**src/rtl/gvc_pkg.sv**
```systemverilog
package gvc_pkg;

	localparam int ID_W       = 6;   // vertex id width
	localparam int ENDS_W     = 2 * ID_W;
	localparam int ID_WIDE_W  = 8;   // room for any vertex address up to 256 entries
	localparam int DEG_W      = 7;   // degree width
	localparam int ALU_W      = 8;   // degree sums need one bit more
	localparam int NV_W       = 7;   // num_vertices register width
	localparam int NV_RESET   = 64;
	localparam int EDGE_CAP_DEF = 32;
	localparam int VERT_CAP_DEF = 64;

	typedef enum logic {
		ALU_ADD,
		ALU_SUB_SAT
	} alu_op_t;

	typedef struct packed {
		logic rd;
		logic wr;
		logic clr;
	} deg_ctl_t;

	typedef struct packed {
		logic rd;
		logic wr;
		logic dis;
		logic clr;
	} edge_ctl_t;

endpackage

```
**src/rtl/gvc_alu.sv**
```systemverilog
module gvc_alu (
	input  gvc_pkg::alu_op_t           op,
	input  logic [gvc_pkg::ALU_W-1:0]  a,
	input  logic [gvc_pkg::ALU_W-1:0]  b,
	output logic [gvc_pkg::ALU_W-1:0]  y
);

	always_comb begin
		case (op)
			gvc_pkg::ALU_ADD: begin
				y = a + b;
			end
			gvc_pkg::ALU_SUB_SAT: begin
				y = (a >= b) ? (a - b) : '0;
			end
			default: begin
				y = '0;
			end
		endcase
	end

endmodule

```
**src/rtl/gvc_deg_mem.sv**
```systemverilog
module gvc_deg_mem #(
	parameter int VERTEX_CAPACITY = gvc_pkg::VERT_CAP_DEF,
	localparam int VA = $clog2(VERTEX_CAPACITY)
) (
	input  logic                       clk,
	input  logic                       arst_n,
	input  gvc_pkg::deg_ctl_t          ctl,
	input  logic [VA-1:0]              ra_a,
	input  logic [VA-1:0]              ra_b,
	input  logic [VA-1:0]              wa,
	input  logic [gvc_pkg::DEG_W-1:0]  wd,
	output logic [gvc_pkg::DEG_W-1:0]  rd_a,
	output logic [gvc_pkg::DEG_W-1:0]  rd_b
);

	logic [gvc_pkg::DEG_W-1:0] mem [VERTEX_CAPACITY];
	logic [VERTEX_CAPACITY-1:0] valid_q;
	logic [gvc_pkg::DEG_W-1:0] rd_a_q;
	logic [gvc_pkg::DEG_W-1:0] rd_b_q;

	always_ff @(posedge clk) begin
		if (ctl.wr) begin
			mem[wa] <= wd;
		end
		// entries not written since the last clear read as zero
		if (ctl.rd) begin
			rd_a_q <= valid_q[ra_a] ? mem[ra_a] : '0;
			rd_b_q <= valid_q[ra_b] ? mem[ra_b] : '0;
		end
	end

	always_ff @(posedge clk or negedge arst_n) begin
		if (!arst_n) begin
			valid_q <= '0;
		end else if (ctl.clr) begin
			valid_q <= '0;
		end else if (ctl.wr) begin
			valid_q[wa] <= 1'b1;
		end
	end

	assign rd_a = rd_a_q;
	assign rd_b = rd_b_q;

endmodule

```
**src/rtl/gvc_edge_mem.sv**
```systemverilog
module gvc_edge_mem #(
	parameter int EDGE_CAPACITY = gvc_pkg::EDGE_CAP_DEF,
	localparam int EA = $clog2(EDGE_CAPACITY)
) (
	input  logic                        clk,
	input  logic                        arst_n,
	input  gvc_pkg::edge_ctl_t          ctl,
	input  logic [EA-1:0]               wa,
	input  logic [gvc_pkg::ENDS_W-1:0]  wd,
	input  logic [EA-1:0]               ra,
	input  logic [EA-1:0]               da,
	output logic [gvc_pkg::ENDS_W-1:0]  rd_ends,
	output logic                        rd_en,
	output logic                        any_en
);

	logic [gvc_pkg::ENDS_W-1:0] mem [EDGE_CAPACITY];
	logic [EDGE_CAPACITY-1:0] en_q;
	logic [gvc_pkg::ENDS_W-1:0] rd_ends_q;
	logic rd_en_q;

	always_ff @(posedge clk) begin
		if (ctl.wr) begin
			mem[wa] <= wd;
		end
		if (ctl.rd) begin
			rd_ends_q <= mem[ra];
		end
	end

	always_ff @(posedge clk or negedge arst_n) begin
		if (!arst_n) begin
			en_q    <= '0;
			rd_en_q <= 1'b0;
		end else begin
			if (ctl.clr) begin
				en_q <= '0;
			end else begin
				if (ctl.wr) begin
					en_q[wa] <= 1'b1;
				end
				if (ctl.dis) begin
					en_q[da] <= 1'b0;
				end
			end
			if (ctl.rd) begin
				rd_en_q <= en_q[ra];
			end
		end
	end

	assign rd_ends = rd_ends_q;
	assign rd_en   = rd_en_q;
	assign any_en  = |en_q;

endmodule

```
**src/rtl/greedy_vertex_cover.sv**
```systemverilog
// channel   dir  handshake            payload
// in        in   in_valid/in_ready    u_vertex, v_vertex, last_edge
// out       out  out_valid/out_ready  cover_vertex, error, last
// cfg       in   cfg_wr_en            cfg_wr_data (num_vertices)
//
// A non-final edge passes LD_U and LD_V (LD_U only for a self-loop); a bad edge goes to
// its error result. The final edge starts the cover run: each pick is a scan (SC_ADDR,
// SC_EDGE, SC_CMP if enabled) and a disable pass (DS_ADDR, DS_EDGE, DS_WU/WV on a hit)
// per stored edge and two results, on one degree memory port pair and one shared adder.
// Output stalls hold the sequencer. Reset clears the degree valid bits at once; no sweep.
module greedy_vertex_cover #(
	parameter int EDGE_CAPACITY   = gvc_pkg::EDGE_CAP_DEF,
	parameter int VERTEX_CAPACITY = gvc_pkg::VERT_CAP_DEF
) (
	input  logic                       clk,
	input  logic                       arst_n,
	input  logic                       cfg_wr_en,
	input  logic [gvc_pkg::NV_W-1:0]   cfg_wr_data,
	input  logic                       in_valid,
	output logic                       in_ready,
	input  logic [gvc_pkg::ID_W-1:0]   u_vertex,
	input  logic [gvc_pkg::ID_W-1:0]   v_vertex,
	input  logic                       last_edge,
	output logic                       out_valid,
	input  logic                       out_ready,
	output logic [gvc_pkg::ID_W-1:0]   cover_vertex,
	output logic                       error,
	output logic                       last
);

	localparam int EA = $clog2(EDGE_CAPACITY);
	localparam int CW = $clog2(EDGE_CAPACITY + 1);
	localparam int VA = $clog2(VERTEX_CAPACITY);
	localparam int IW = gvc_pkg::ID_W;
	localparam int AW = gvc_pkg::ALU_W;
	localparam int DW = gvc_pkg::DEG_W;

	typedef enum logic [3:0] {
		ST_IDLE,
		ST_LD_U,
		ST_LD_V,
		ST_SC_ADDR,
		ST_SC_EDGE,
		ST_SC_CMP,
		ST_DS_ADDR,
		ST_DS_EDGE,
		ST_DS_WU,
		ST_DS_WV,
		ST_EMIT_U,
		ST_EMIT_V,
		ST_EMIT_ERR
	} state_t;

	state_t state_q;
	logic [CW-1:0] idx_q;
	logic [CW-1:0] cnt_q;
	logic [IW-1:0] u_q;
	logic [IW-1:0] v_q;
	logic          last_edge_q;
	logic [IW-1:0] eu_q;
	logic [IW-1:0] ev_q;
	logic [IW-1:0] bu_q;
	logic [IW-1:0] bv_q;
	logic [EA-1:0] best_q;
	logic [AW-1:0] best_sum_q;
	logic          found_q;
	logic [gvc_pkg::NV_W-1:0] nv_q;
	logic          out_valid_q;
	logic [IW-1:0] cover_q;
	logic          error_q;
	logic          last_q;

	gvc_pkg::deg_ctl_t  deg_ctl;
	gvc_pkg::edge_ctl_t edge_ctl;
	logic [VA-1:0] deg_ra_a;
	logic [VA-1:0] deg_ra_b;
	logic [VA-1:0] deg_wa;
	logic [DW-1:0] deg_wd;
	logic [DW-1:0] deg_a;
	logic [DW-1:0] deg_b;
	logic [gvc_pkg::ENDS_W-1:0] edge_rd_ends;
	logic edge_rd_en;
	logic any_en;
	logic [IW-1:0] rd_u;
	logic [IW-1:0] rd_v;

	gvc_pkg::alu_op_t alu_op;
	logic [AW-1:0] alu_a;
	logic [AW-1:0] alu_b;
	logic [AW-1:0] alu_y;

	logic [CW-1:0] idx_nx;
	logic          idx_end;
	logic          bad_in;
	logic          hit;

	function automatic logic [VA-1:0] vaddr(input logic [IW-1:0] id);
		logic [gvc_pkg::ID_WIDE_W-1:0] w;
		w = gvc_pkg::ID_WIDE_W'(id);
		return w[VA-1:0];
	endfunction

	assign rd_u    = edge_rd_ends[2*IW-1:IW];
	assign rd_v    = edge_rd_ends[IW-1:0];
	assign idx_nx  = idx_q + 1'b1;
	assign idx_end = (idx_nx == cnt_q);

	assign bad_in = ({1'b0, u_vertex} >= nv_q) || ({1'b0, v_vertex} >= nv_q) ||
		(9'(u_vertex) >= 9'(VERTEX_CAPACITY)) || (9'(v_vertex) >= 9'(VERTEX_CAPACITY)) ||
		(cnt_q >= CW'(EDGE_CAPACITY));

	assign hit = edge_rd_en && ((idx_q[EA-1:0] == best_q) || (rd_u == bu_q) ||
		(rd_u == bv_q) || (rd_v == bu_q) || (rd_v == bv_q));

	always_comb begin
		deg_ctl  = '0;
		edge_ctl = '0;
		deg_ra_a = vaddr(rd_u);
		deg_ra_b = vaddr(rd_v);
		deg_wa   = vaddr(u_q);
		deg_wd   = alu_y[DW-1:0];
		alu_op   = gvc_pkg::ALU_ADD;
		alu_a    = AW'(deg_a);
		alu_b    = AW'(deg_b);
		case (state_q)
			ST_IDLE: begin
				deg_ra_a = vaddr(u_vertex);
				deg_ra_b = vaddr(v_vertex);
				if (in_valid) begin
					deg_ctl.rd   = !bad_in;
					edge_ctl.wr  = !bad_in;
					deg_ctl.clr  = bad_in;
					edge_ctl.clr = bad_in;
				end
			end
			ST_LD_U: begin
				alu_b      = (u_q == v_q) ? AW'(2) : AW'(1);
				deg_wa     = vaddr(u_q);
				deg_ctl.wr = 1'b1;
			end
			ST_LD_V: begin
				alu_a      = AW'(deg_b);
				alu_b      = AW'(1);
				deg_wa     = vaddr(v_q);
				deg_ctl.wr = 1'b1;
			end
			ST_SC_ADDR, ST_DS_ADDR: begin
				edge_ctl.rd = 1'b1;
			end
			ST_SC_EDGE: begin
				deg_ctl.rd = 1'b1;
			end
			ST_DS_EDGE: begin
				deg_ctl.rd   = 1'b1;
				edge_ctl.dis = hit;
			end
			ST_DS_WU: begin
				alu_op     = gvc_pkg::ALU_SUB_SAT;
				alu_b      = (eu_q == ev_q) ? AW'(2) : AW'(1);
				deg_wa     = vaddr(eu_q);
				deg_ctl.wr = 1'b1;
			end
			ST_DS_WV: begin
				alu_op     = gvc_pkg::ALU_SUB_SAT;
				alu_a      = AW'(deg_b);
				alu_b      = AW'(1);
				deg_wa     = vaddr(ev_q);
				deg_ctl.wr = 1'b1;
			end
			ST_EMIT_V: begin
				if (out_ready && !any_en) begin
					deg_ctl.clr  = 1'b1;
					edge_ctl.clr = 1'b1;
				end
			end
			default: begin
			end
		endcase
	end

	gvc_alu u_alu (
		.op (alu_op),
		.a  (alu_a),
		.b  (alu_b),
		.y  (alu_y)
	);

	gvc_deg_mem #(
		.VERTEX_CAPACITY (VERTEX_CAPACITY)
	) u_deg_mem (
		.clk    (clk),
		.arst_n (arst_n),
		.ctl    (deg_ctl),
		.ra_a   (deg_ra_a),
		.ra_b   (deg_ra_b),
		.wa     (deg_wa),
		.wd     (deg_wd),
		.rd_a   (deg_a),
		.rd_b   (deg_b)
	);

	gvc_edge_mem #(
		.EDGE_CAPACITY (EDGE_CAPACITY)
	) u_edge_mem (
		.clk     (clk),
		.arst_n  (arst_n),
		.ctl     (edge_ctl),
		.wa      (cnt_q[EA-1:0]),
		.wd      ({u_vertex, v_vertex}),
		.ra      (idx_q[EA-1:0]),
		.da      (idx_q[EA-1:0]),
		.rd_ends (edge_rd_ends),
		.rd_en   (edge_rd_en),
		.any_en  (any_en)
	);

	always_ff @(posedge clk or negedge arst_n) begin
		if (!arst_n) begin
			state_q     <= ST_IDLE;
			idx_q       <= '0;
			cnt_q       <= '0;
			u_q         <= '0;
			v_q         <= '0;
			last_edge_q <= 1'b0;
			eu_q        <= '0;
			ev_q        <= '0;
			bu_q        <= '0;
			bv_q        <= '0;
			best_q      <= '0;
			best_sum_q  <= '0;
			found_q     <= 1'b0;
			nv_q        <= gvc_pkg::NV_W'(gvc_pkg::NV_RESET);
			out_valid_q <= 1'b0;
			cover_q     <= '0;
			error_q     <= 1'b0;
			last_q      <= 1'b0;
		end else begin
			if (cfg_wr_en) begin
				nv_q <= cfg_wr_data;
			end
			case (state_q)
				ST_IDLE: begin
					if (in_valid) begin
						if (bad_in) begin
							cnt_q       <= '0;
							out_valid_q <= 1'b1;
							cover_q     <= '0;
							error_q     <= 1'b1;
							last_q      <= 1'b1;
							state_q     <= ST_EMIT_ERR;
						end else begin
							cnt_q       <= cnt_q + 1'b1;
							u_q         <= u_vertex;
							v_q         <= v_vertex;
							last_edge_q <= last_edge;
							state_q     <= ST_LD_U;
						end
					end
				end
				ST_LD_U, ST_LD_V: begin
					if (state_q == ST_LD_U && u_q != v_q) begin
						state_q <= ST_LD_V;
					end else if (last_edge_q) begin
						idx_q   <= '0;
						found_q <= 1'b0;
						state_q <= ST_SC_ADDR;
					end else begin
						state_q <= ST_IDLE;
					end
				end
				ST_SC_ADDR: begin
					state_q <= ST_SC_EDGE;
				end
				ST_SC_EDGE: begin
					eu_q <= rd_u;
					ev_q <= rd_v;
					if (edge_rd_en) begin
						state_q <= ST_SC_CMP;
					end else begin
						idx_q   <= idx_end ? '0 : idx_nx;
						state_q <= idx_end ? ST_DS_ADDR : ST_SC_ADDR;
					end
				end
				ST_SC_CMP: begin
					// strict compare keeps the lowest index on ties
					if (!found_q || alu_y > best_sum_q) begin
						found_q    <= 1'b1;
						best_q     <= idx_q[EA-1:0];
						best_sum_q <= alu_y;
						bu_q       <= eu_q;
						bv_q       <= ev_q;
					end
					idx_q   <= idx_end ? '0 : idx_nx;
					state_q <= idx_end ? ST_DS_ADDR : ST_SC_ADDR;
				end
				ST_DS_ADDR: begin
					state_q <= ST_DS_EDGE;
				end
				ST_DS_EDGE: begin
					eu_q <= rd_u;
					ev_q <= rd_v;
					if (hit) begin
						state_q <= ST_DS_WU;
					end else if (idx_end) begin
						out_valid_q <= 1'b1;
						cover_q     <= bu_q;
						error_q     <= 1'b0;
						last_q      <= 1'b0;
						state_q     <= ST_EMIT_U;
					end else begin
						idx_q   <= idx_nx;
						state_q <= ST_DS_ADDR;
					end
				end
				ST_DS_WU, ST_DS_WV: begin
					if (state_q == ST_DS_WU && eu_q != ev_q) begin
						state_q <= ST_DS_WV;
					end else if (idx_end) begin
						out_valid_q <= 1'b1;
						cover_q     <= bu_q;
						error_q     <= 1'b0;
						last_q      <= 1'b0;
						state_q     <= ST_EMIT_U;
					end else begin
						idx_q   <= idx_nx;
						state_q <= ST_DS_ADDR;
					end
				end
				ST_EMIT_U: begin
					if (out_ready) begin
						cover_q <= bv_q;
						last_q  <= !any_en;
						state_q <= ST_EMIT_V;
					end
				end
				ST_EMIT_V: begin
					if (out_ready) begin
						out_valid_q <= 1'b0;
						idx_q       <= '0;
						found_q     <= 1'b0;
						if (any_en) begin
							state_q <= ST_SC_ADDR;
						end else begin
							cnt_q   <= '0;
							state_q <= ST_IDLE;
						end
					end
				end
				ST_EMIT_ERR: begin
					if (out_ready) begin
						out_valid_q <= 1'b0;
						state_q     <= ST_IDLE;
					end
				end
				default: begin
					state_q <= ST_IDLE;
				end
			endcase
		end
	end

	assign in_ready     = (state_q == ST_IDLE);
	assign out_valid    = out_valid_q;
	assign cover_vertex = cover_q;
	assign error        = error_q;
	assign last         = last_q;

endmodule
```
**config.mk**
```make
export PLATFORM = sky130hd
export DESIGN_NAME = greedy_vertex_cover
export DESIGN_NICKNAME = d
export VERILOG_FILES = /design/src/rtl/gvc_pkg.sv /design/src/rtl/gvc_alu.sv /design/src/rtl/gvc_deg_mem.sv /design/src/rtl/gvc_edge_mem.sv /design/src/rtl/greedy_vertex_cover.sv
export SDC_FILE = /design/constraint.sdc
export NUM_CORES = 2
export LEC_CHECK = 0
export BUFFER_PORTS_ARGS = -buffer_cell sky130_fd_sc_hd__buf_2
export CAP_MARGIN = 20
export CORE_UTILIZATION = 55
export DETAILED_ROUTE_END_ITERATION = 6
export GPL_TIMING_DRIVEN = 0
export PLACE_DENSITY = 0.76
export SYNTH_ARGS = -nofsm -noshare
export SYNTH_HDL_FRONTEND = slang
export SYNTH_SLANG_ARGS = --single-unit
```
**constraint.sdc**
```tcl
create_clock -name clk -period 28 [get_ports clk]
set_input_delay 4.2 -clock clk [delete_from_list [all_inputs] [get_ports clk]]
set_output_delay 4.2 -clock clk [all_outputs]
set_load 0.05 [all_outputs]
```
# Yosys cells after proc, flatten, opt, wreduce, memory -nomap -nowiden
# Memory sizes are Yosys's and may differ from the RTL's. A register that Yosys moved wholly into a read port is not among the register bits.
# Index checks and enable logic that the tools add are counted.
[classes] add_sub_neg=4 order_cmp=13 eq_ne=35 muxes=96 n_bitwise=6 n_reduce_logical=44
[ops] op="32-bit two-way mux" n=4
[ops] op="64-bit two-way mux" n=2
[ops] op="6-bit two-way mux" n=20
[ops] op="64-bit bitwise OR" n=1
[ops] op="4-bit one-hot mux with 11 select lines" n=1
[ops] op="6-bit equality test" n=7
[ops] op="6-bit one-hot mux with 6 select lines" n=1
[ops] op="1-bit two-way mux" n=34
[ops] op="32-bit bitwise AND" n=1
[ops] op="4-bit two-way mux" n=8
[ops] op="32-bit inverter" n=1
[ops] op="32-bit bitwise OR" n=1
[ops] op="32-bit OR reduction" n=1
[ops] op="6-bit one-hot mux with 4 select lines" n=1
[ops] op="2-bit != test (second input constant)" n=11
[ops] op="6-bit by 7-bit < comparator with 1-bit output (second input constant)" n=3
[ops] op="7-bit one-hot mux with 3 select lines" n=1
[ops] op="4-bit equality test (second input constant)" n=5
[ops] op="6-bit one-hot mux with 3 select lines" n=1
[ops] op="4-bit by 3-bit equality test with 1-bit output (second input constant)" n=4
[ops] op="8-bit one-hot mux with 2 select lines" n=1
[ops] op="6-bit by 7-bit >= comparator with 1-bit output" n=2
[ops] op="6-bit by 1-bit adder with 6-bit output (second input constant)" n=2
[ops] op="1-bit binary-select mux with 6-bit select" n=2
[ops] op="other kinds (41)" n=83
[totals] register_bits=180 ram_bits=832 inputBits=25 output_inout_bits=10 elab_cells=221 n_memories=2
[mem_list] memory="u_deg_mem.mem" words=64 width=7 rd=2 rd_clocked_by_memory_dff=2 write_ports=1 line="gvc_deg_mem.sv:16" text="logic [gvc_pkg::DEG_W-1:0] mem [VERTEX_CAPACITY];"
[mem_list] memory="u_edge_mem.mem" words=32 width=12 rd=1 rd_clocked_by_memory_dff=1 write_ports=1 line="gvc_edge_mem.sv:17" text="logic [gvc_pkg::ENDS_W-1:0] mem [EDGE_CAPACITY];"

# Logic depth before layout (Yosys ltp)
[logic_depth] depth_word=11 depth_mapped=27 ltp_nobuf=24

# Hierarchy
# Synthesis repeated with hierarchy kept, for this count alone.
[unflattened] cells_unflattened=2814 area_unflattened_um2=47819.6
[modules_own_cells] module="gvc_deg_mem" n_inst=1 cells_per_inst=1333 area_each_um2=24674.9 seq_area_each_um2=15474.8
[modules_own_cells] module="gvc_edge_mem" n_inst=1 cells_per_inst=773 area_each_um2=16791.1 seq_area_each_um2=12717.2
[modules_own_cells] module="greedy_vertex_cover" n_inst=1 cells_per_inst=599 area_each_um2=5556.6 seq_area_each_um2=2078.2
[modules_own_cells] module="gvc_alu" n_inst=1 cells_per_inst=109 area_each_um2=797.0 seq_area_each_um2=0.0

# Least setup slack after synthesis
# OpenSTA, ideal clock, no wires.
[synth_path] path_type="reg2reg" startpoint="register state_q[0]" endpoint="register bu_q[0]" setup_ns=0.125 t_arrival_ns=8.782 required_time_ns=27.875 path_slack_ns=19.093 path_stages_with_launch=23 path_buffers=3 synth_period_minus_slack_ns=8.907 path_cell_list="dfrtp_1 -> buf_6 -> nand2b_1 -> clkbuf_1 -> nor2_1 -> a21oi_1 -> nor2_1 -> mux2_2 -> inv_1 -> ha_1 -> fa_1 -> nor2b_1 -> o21ai_0 -> a21boi_0 -> nor3_1 -> o21a_1 -> o41ai_1 -> ha_1 -> o21ai_0 -> a211oi_1 -> o21ai_0 -> clkbuf_1 -> mux2_2"
[synth_between] elab_chain_cells=9 word_cells_on_any_way=19 cone_classes="2 x add/sub; 2 x order compare; 5 x eq/ne; 5 x mux; 1 x bitwise; 4 x reduce/logical"
[synth_lines] element="start: declaration" line="greedy_vertex_cover.sv:54" text="state_t state_q;"
[synth_lines] element="start signal: assignment" line="greedy_vertex_cover.sv:281" text="state_q <= idx_end ? ST_DS_ADDR : ST_SC_ADDR;"
[synth_lines] element="start signal: assignment" line="greedy_vertex_cover.sv:294" text="state_q <= idx_end ? ST_DS_ADDR : ST_SC_ADDR;"
[synth_lines] element="4-bit equality test or 4-bit by 2-bit equality test with 1-bit output (tied branches)" line="greedy_vertex_cover.sv:125" text="case (state_q)"
[synth_lines] element="2-bit OR reduction (no source line)"
[synth_lines] element="7-bit one-hot mux with 3 select lines or 7-bit two-way mux (tied branches)" line="greedy_vertex_cover.sv:125"
[synth_lines] element="7-bit by 7-bit subtractor with 8-bit output or 7-bit >= comparator (tied branches)" line="gvc_alu.sv:14" text="y = (a >= b) ? (a - b) : '0;"
[synth_lines] element="8-bit two-way mux" line="gvc_alu.sv:14"
[synth_lines] element="8-bit one-hot mux with 2 select lines (*)" line="gvc_alu.sv:9" text="case (op)"
[synth_lines] element="named net alu_y[4]" line="greedy_vertex_cover.sv:90" text="logic [AW-1:0] alu_y;"
[synth_lines] element="8-bit greater-than comparator (*)" line="greedy_vertex_cover.sv:286" text="if (!found_q || alu_y > best_sum_q) begin"
[synth_lines] element="1-bit logical OR (*)" line="greedy_vertex_cover.sv:286"
[synth_lines] element="2-bit AND reduction (no source line) (*)"
[synth_lines] element="end signal: assignment" line="greedy_vertex_cover.sv:290" text="bu_q <= eu_q;"
[synth_lines] element="end: declaration" line="greedy_vertex_cover.sv:62" text="logic [IW-1:0] bu_q;"
# Mark *: on every way through the listed nets, which the timed path passes. The rest lies on a longest branch.
# A chain may end at the register's enable or synchronous reset.

# Worst setup path after layout
[layout_path] startpoint="input port u_vertex[0] (netlist name)" endpoint="register u_deg_mem.rd_a_q (netlist bit u_deg_mem.rd_a[4]) (read register of u_deg_mem.mem), data pin"
[layout_between] elab_chain_cells=6 word_cells_on_any_way=10 cone_classes="1 x order compare; 5 x mux; 4 x reduce/logical"
[layout_lines] element="start: declaration" line="greedy_vertex_cover.sv:21" text="input logic [gvc_pkg::ID_W-1:0] u_vertex,"
[layout_lines] element="6-bit by 7-bit >= comparator with 1-bit output" line="greedy_vertex_cover.sv:108" text="assign bad_in = ({1'b0, u_vertex} >= nv_q) || ({1'b0, v_vertex} >= nv_q) ||"
[layout_lines] element="1-bit logical OR" line="greedy_vertex_cover.sv:108"
[layout_lines] element="1-bit logical OR" line="greedy_vertex_cover.sv:109" text="(9'(u_vertex) >= 9'(VERTEX_CAPACITY)) || (9'(v_vertex) >= 9'(VERTEX_CAPACITY)) ||"
[layout_lines] element="1-bit logical NOT" line="greedy_vertex_cover.sv:130" text="deg_ctl.rd = !bad_in;"
[layout_lines] element="1-bit two-way mux" line="greedy_vertex_cover.sv:129" text="if (in_valid) begin"
[layout_lines] element="1-bit one-hot mux with 2 select lines" line="greedy_vertex_cover.sv:125"
[layout_lines] element="end: declaration" line="gvc_deg_mem.sv:18" text="logic [gvc_pkg::DEG_W-1:0] rd_a_q;"
# Parallel ways exist; a longest one is shown, timed or not. The select of a mux whose other input is x is not followed.

==> results.toml <==
[synthesis]
synth_area_per_cell_um2 = 14.6
synthesis.nets = 3360
synth-async-reset-ratio = 0.173
synth_cell_types = 79
yosysWarningCount = 0
synth-seq-cells = 1038
ys_seq_area_frac = 0.629
synth_area_um2 = 48100
synth_top_flop_cell = "edfxtp_1"
postSynthCellCount = 3291
synth-edff-count = 858

[worst_setup_path]
critPathKind = "in -> reg"
crit_buf_inv = 4
critPathLaunch = "u_vertex[0]"
critPathMostFrequentCell = "clkbuf_1"
cp_top_family = "buffers and inverters"
path_cells = "buf_2 -> mux2_2 -> clkbuf_1 -> clkbuf_1 -> clkbuf_1 -> nand2_1 -> a32oi_1 -> a31oi_1 -> nor3_1 -> o2111a_1"
max_stage_delay_ns = 0.86
worst_path_max_delay_cell = "nor3_1"
required_ns = 28.57
worstSetupEndpointType = "register"
start_kind = "primary input"
r2r-start = "state_q[1]"
cp.arrival_ns = 8.94
cp_max_fo = 36

[sta]
tns_ns = 0
setup_violations = 0
hold_ws_ns = 0.501
slew_headroom = 0.169
max_freq_mhz = 119
period_share = 0.299
hold_violations = 0
final_max_slew_viol_count = 0
period_minus_slack_ns = 8.37
tightest_slew_ns = 1.24
rsz0062_at_grt = "false"
setup_ws_ns = 19.63
fin_skew_ns = 0.0633

[floorplanning]
die_area_um2 = 88700
chipWidth_um = 298
io_pins = 35
initial_core_util = 0.555
core-area_um2 = 86800
std_cell_rows = 108
die_h_um = 298

[pwr]
clockPowerShare = 0.197
p_seq_frac = 0.341
p_switching_uw = 2920
ir_worst_vdd_v = 0.000245
p_per_area_nw_per_um2 = 133
p_int_uw = 4200
p_sw_frac = 0.411
p_leak_uw = 0.0188
p_total_uw = 7120
combinationalPowerShare = 0.462

[outcome]
outcome = "finished, final reports clean"

[clock_tree]
ctsHoldBuffers = 0
cts_htree_levels = 3
clkTransAtPathRegs_ns = 0.06
cts-root-buf = "clkbuf_16"
worst_skew_pair.late_latency_ns = 0.72
clock_path_buffers = 3
cts.sinks = 1038
ctsResizeCount = 0
post-cts-setup-buffers = 0
cts_tree = "yes"
cts-buffers-inserted = 106

[route]
drc = 0
vias = 32400
viasPerCell = 6.90
totalWireLength_um = 148000
ant_nets = 0
drtIter0Drc = 4544
drt-pass1-iter-count = 6
post_drt_wl_per_cell_um = 31.4

[global_routing]
grt.total_usage = 0.333
grt_pass1_vias = 31900
grt_overflow = 0
antenna_found_initial = 6
grt_pass1_wl_um = 215000
grt_max_degree = 105

[hold_path]
min_from = "best_sum_q[6]"
worstHoldPathType = "reg -> reg"

[run]
maxCapViolCount = 0

[place]
dp_hpwl_um = 101000
dp_worst_setup_slack_ns = 19.10
place_inst = 4501
place_congestion = 0.973
io_buffers = 33

[final_layout]
final_cells = 4703
fin_nets = 3529
area_growth_syn_to_layout_pct = 11.3
fillerInstances = 6367
drive_above_1_share = 0.195
==> state kept, by name (all words and copies together) (netlist names), 7 cells and up <==
name	count
u_deg_mem.valid_q	64
u_edge_mem.rd_ends	12
u_deg_mem.mem	448
best_sum_q	8
u_edge_mem.en_q	32
u_edge_mem.mem	384
u_deg_mem.rd_b	7
u_deg_mem.rd_a	7
nv_q	7
==> stage by stage <==
stage	cell area, um^2	util
global route	53600	0.618
floorplan	48100	-
finish	53600	0.618
global placement	49800	0.573
CTS	53500	0.617
detailed placement	50100	0.578
==> cells in the mapped netlist, drive strengths merged, types with 28 or more instances <==
| master | count | area [um^2] |
|---|---|---|
| edfxtp | 858 | 25800 |
| nand2 | 363 | 1360 |
| mux2i | 200 | 2020 |
| mux2 | 191 | 2150 |
| dfrtp | 179 | 4480 |
| mux4 | 169 | 3810 |
| nor2 | 165 | 624 |
| buf | 115 | 658 |
| nand3 | 94 | 470 |
| clkbuf | 93 | 349 |
| o22ai | 82 | 513 |
| a221oi | 74 | 711 |
| o21a | 69 | 518 |
| o21ai | 56 | 280 |
| a31oi | 47 | 294 |
| inv | 43 | 161 |
| ha | 42 | 526 |
| and3 | 40 | 250 |
| a21oi | 39 | 195 |
| a211oi | 37 | 278 |
| xor2 | 33 | 289 |
| a32oi | 28 | 264 |
==> placed cells by master (no fill, tap or decap), types with 19 or more instances in the layout <==
cell and count:
and3_1 40, o21a_1 68, buf_1 28, buf_2 93, dfrtp_1 179, edfxtp_1 858
nand2_1 363, mux4_2 169, a211oi_1 37, o22ai_1 82, a32oi_1 27, clkbuf_16 106
o21ai_0 53, nand4_1 20, xor2_1 33, nor3_1 25, clkbuf_1 124, nor2b_1 19
a31oi_1 46, xnor2_1 21, nor2_1 163, ha_1 42, mux2_2 191, a21oi_1 38
mux2i_1 197, buf_4 27, inv_1 42, nand3_1 94, a221oi_1 64
==> power by group through the flow <==
stage	sequential, uW	clock, uW	combinational [uW]
after detailed placement	2450	0	3180
after global routing	2440	1460	3420
after CTS	2420	1400	3190
after global placement	2590	0	2900
final	2430	1400	3290
after floorplan	2490	0	1860
==> final timing paths <==
path | endpoint | slack (ns) | cells after the start
worst min-delay path | best_sum_q[6] | 0.50 | 1
worst max-delay path | u_deg_mem.rd_a[4] | 19.63 | 10
worst max register to register | bu_q[3] | 21.02 | 23
min in group asynchronous | nv_q[4] | 3.54 | 1
max in group asynchronous | u_deg_mem.valid_q[50] | 23.56 | 2
worst min register to register | best_sum_q[6] | 0.50 | 1
==> cell families after synthesis <==
| family | count (synthesis) | share of synthesized area |
|---|---|---|
| AOI/OAI and AO/OA | 547 | 0.0847 |
| xor gates and xnor gates | 54 | 0.00982 |
| adders and majority gates | 44 | 0.0117 |
| buffers and inverters | 253 | 0.0245 |
| DFF | 1038 | 0.629 |
| muxes | 560 | 0.166 |
| and+or+nand+nor | 795 | 0.0746 |
==> layer usage <==
| metal | global-route usage | vias up | share of wire | routed length (um) |
|---|---|---|---|---|
| met5 | 0 | - | 0.00019 | 28 |
| met4 | 0.177 | 4 | 0.059 | 8720 |
| met3 | 0.0741 | 483 | 0.11 | 16500 |
| met2 | 0.516 | 2347 | 0.46 | 67700 |
| met1 | 0.442 | 16300 | 0.37 | 54600 |
| li1 | - | 13300 | - | - |
==> layout make-up <==
cell class              count  area [um^2]  area share
diodes                      3         7.51    0.000140
plain buffers             208         1010      0.0188
clock buffers             142         2840      0.0529
clock inverters            51          546      0.0102
inverters                  45          174     0.00324
multi-input cells        2000        16800       0.313
flip-flops and latches   1038        30300       0.565
well taps                1155         1450      0.0270
repair buffers             61          556      0.0104
==> worst reg2reg max path: cells and delay by family, from the launching register on <==
kind | cells | cell delay (ns)
flops | 1 | 0.36
mux | 1 | 0.42
buf+inv | 3 | 1.10
fa+ha+maj | 3 | 1.08
compound gates | 11 | 3.19
simple gates | 5 | 0.73
Power figures use the tool's default switching activity.
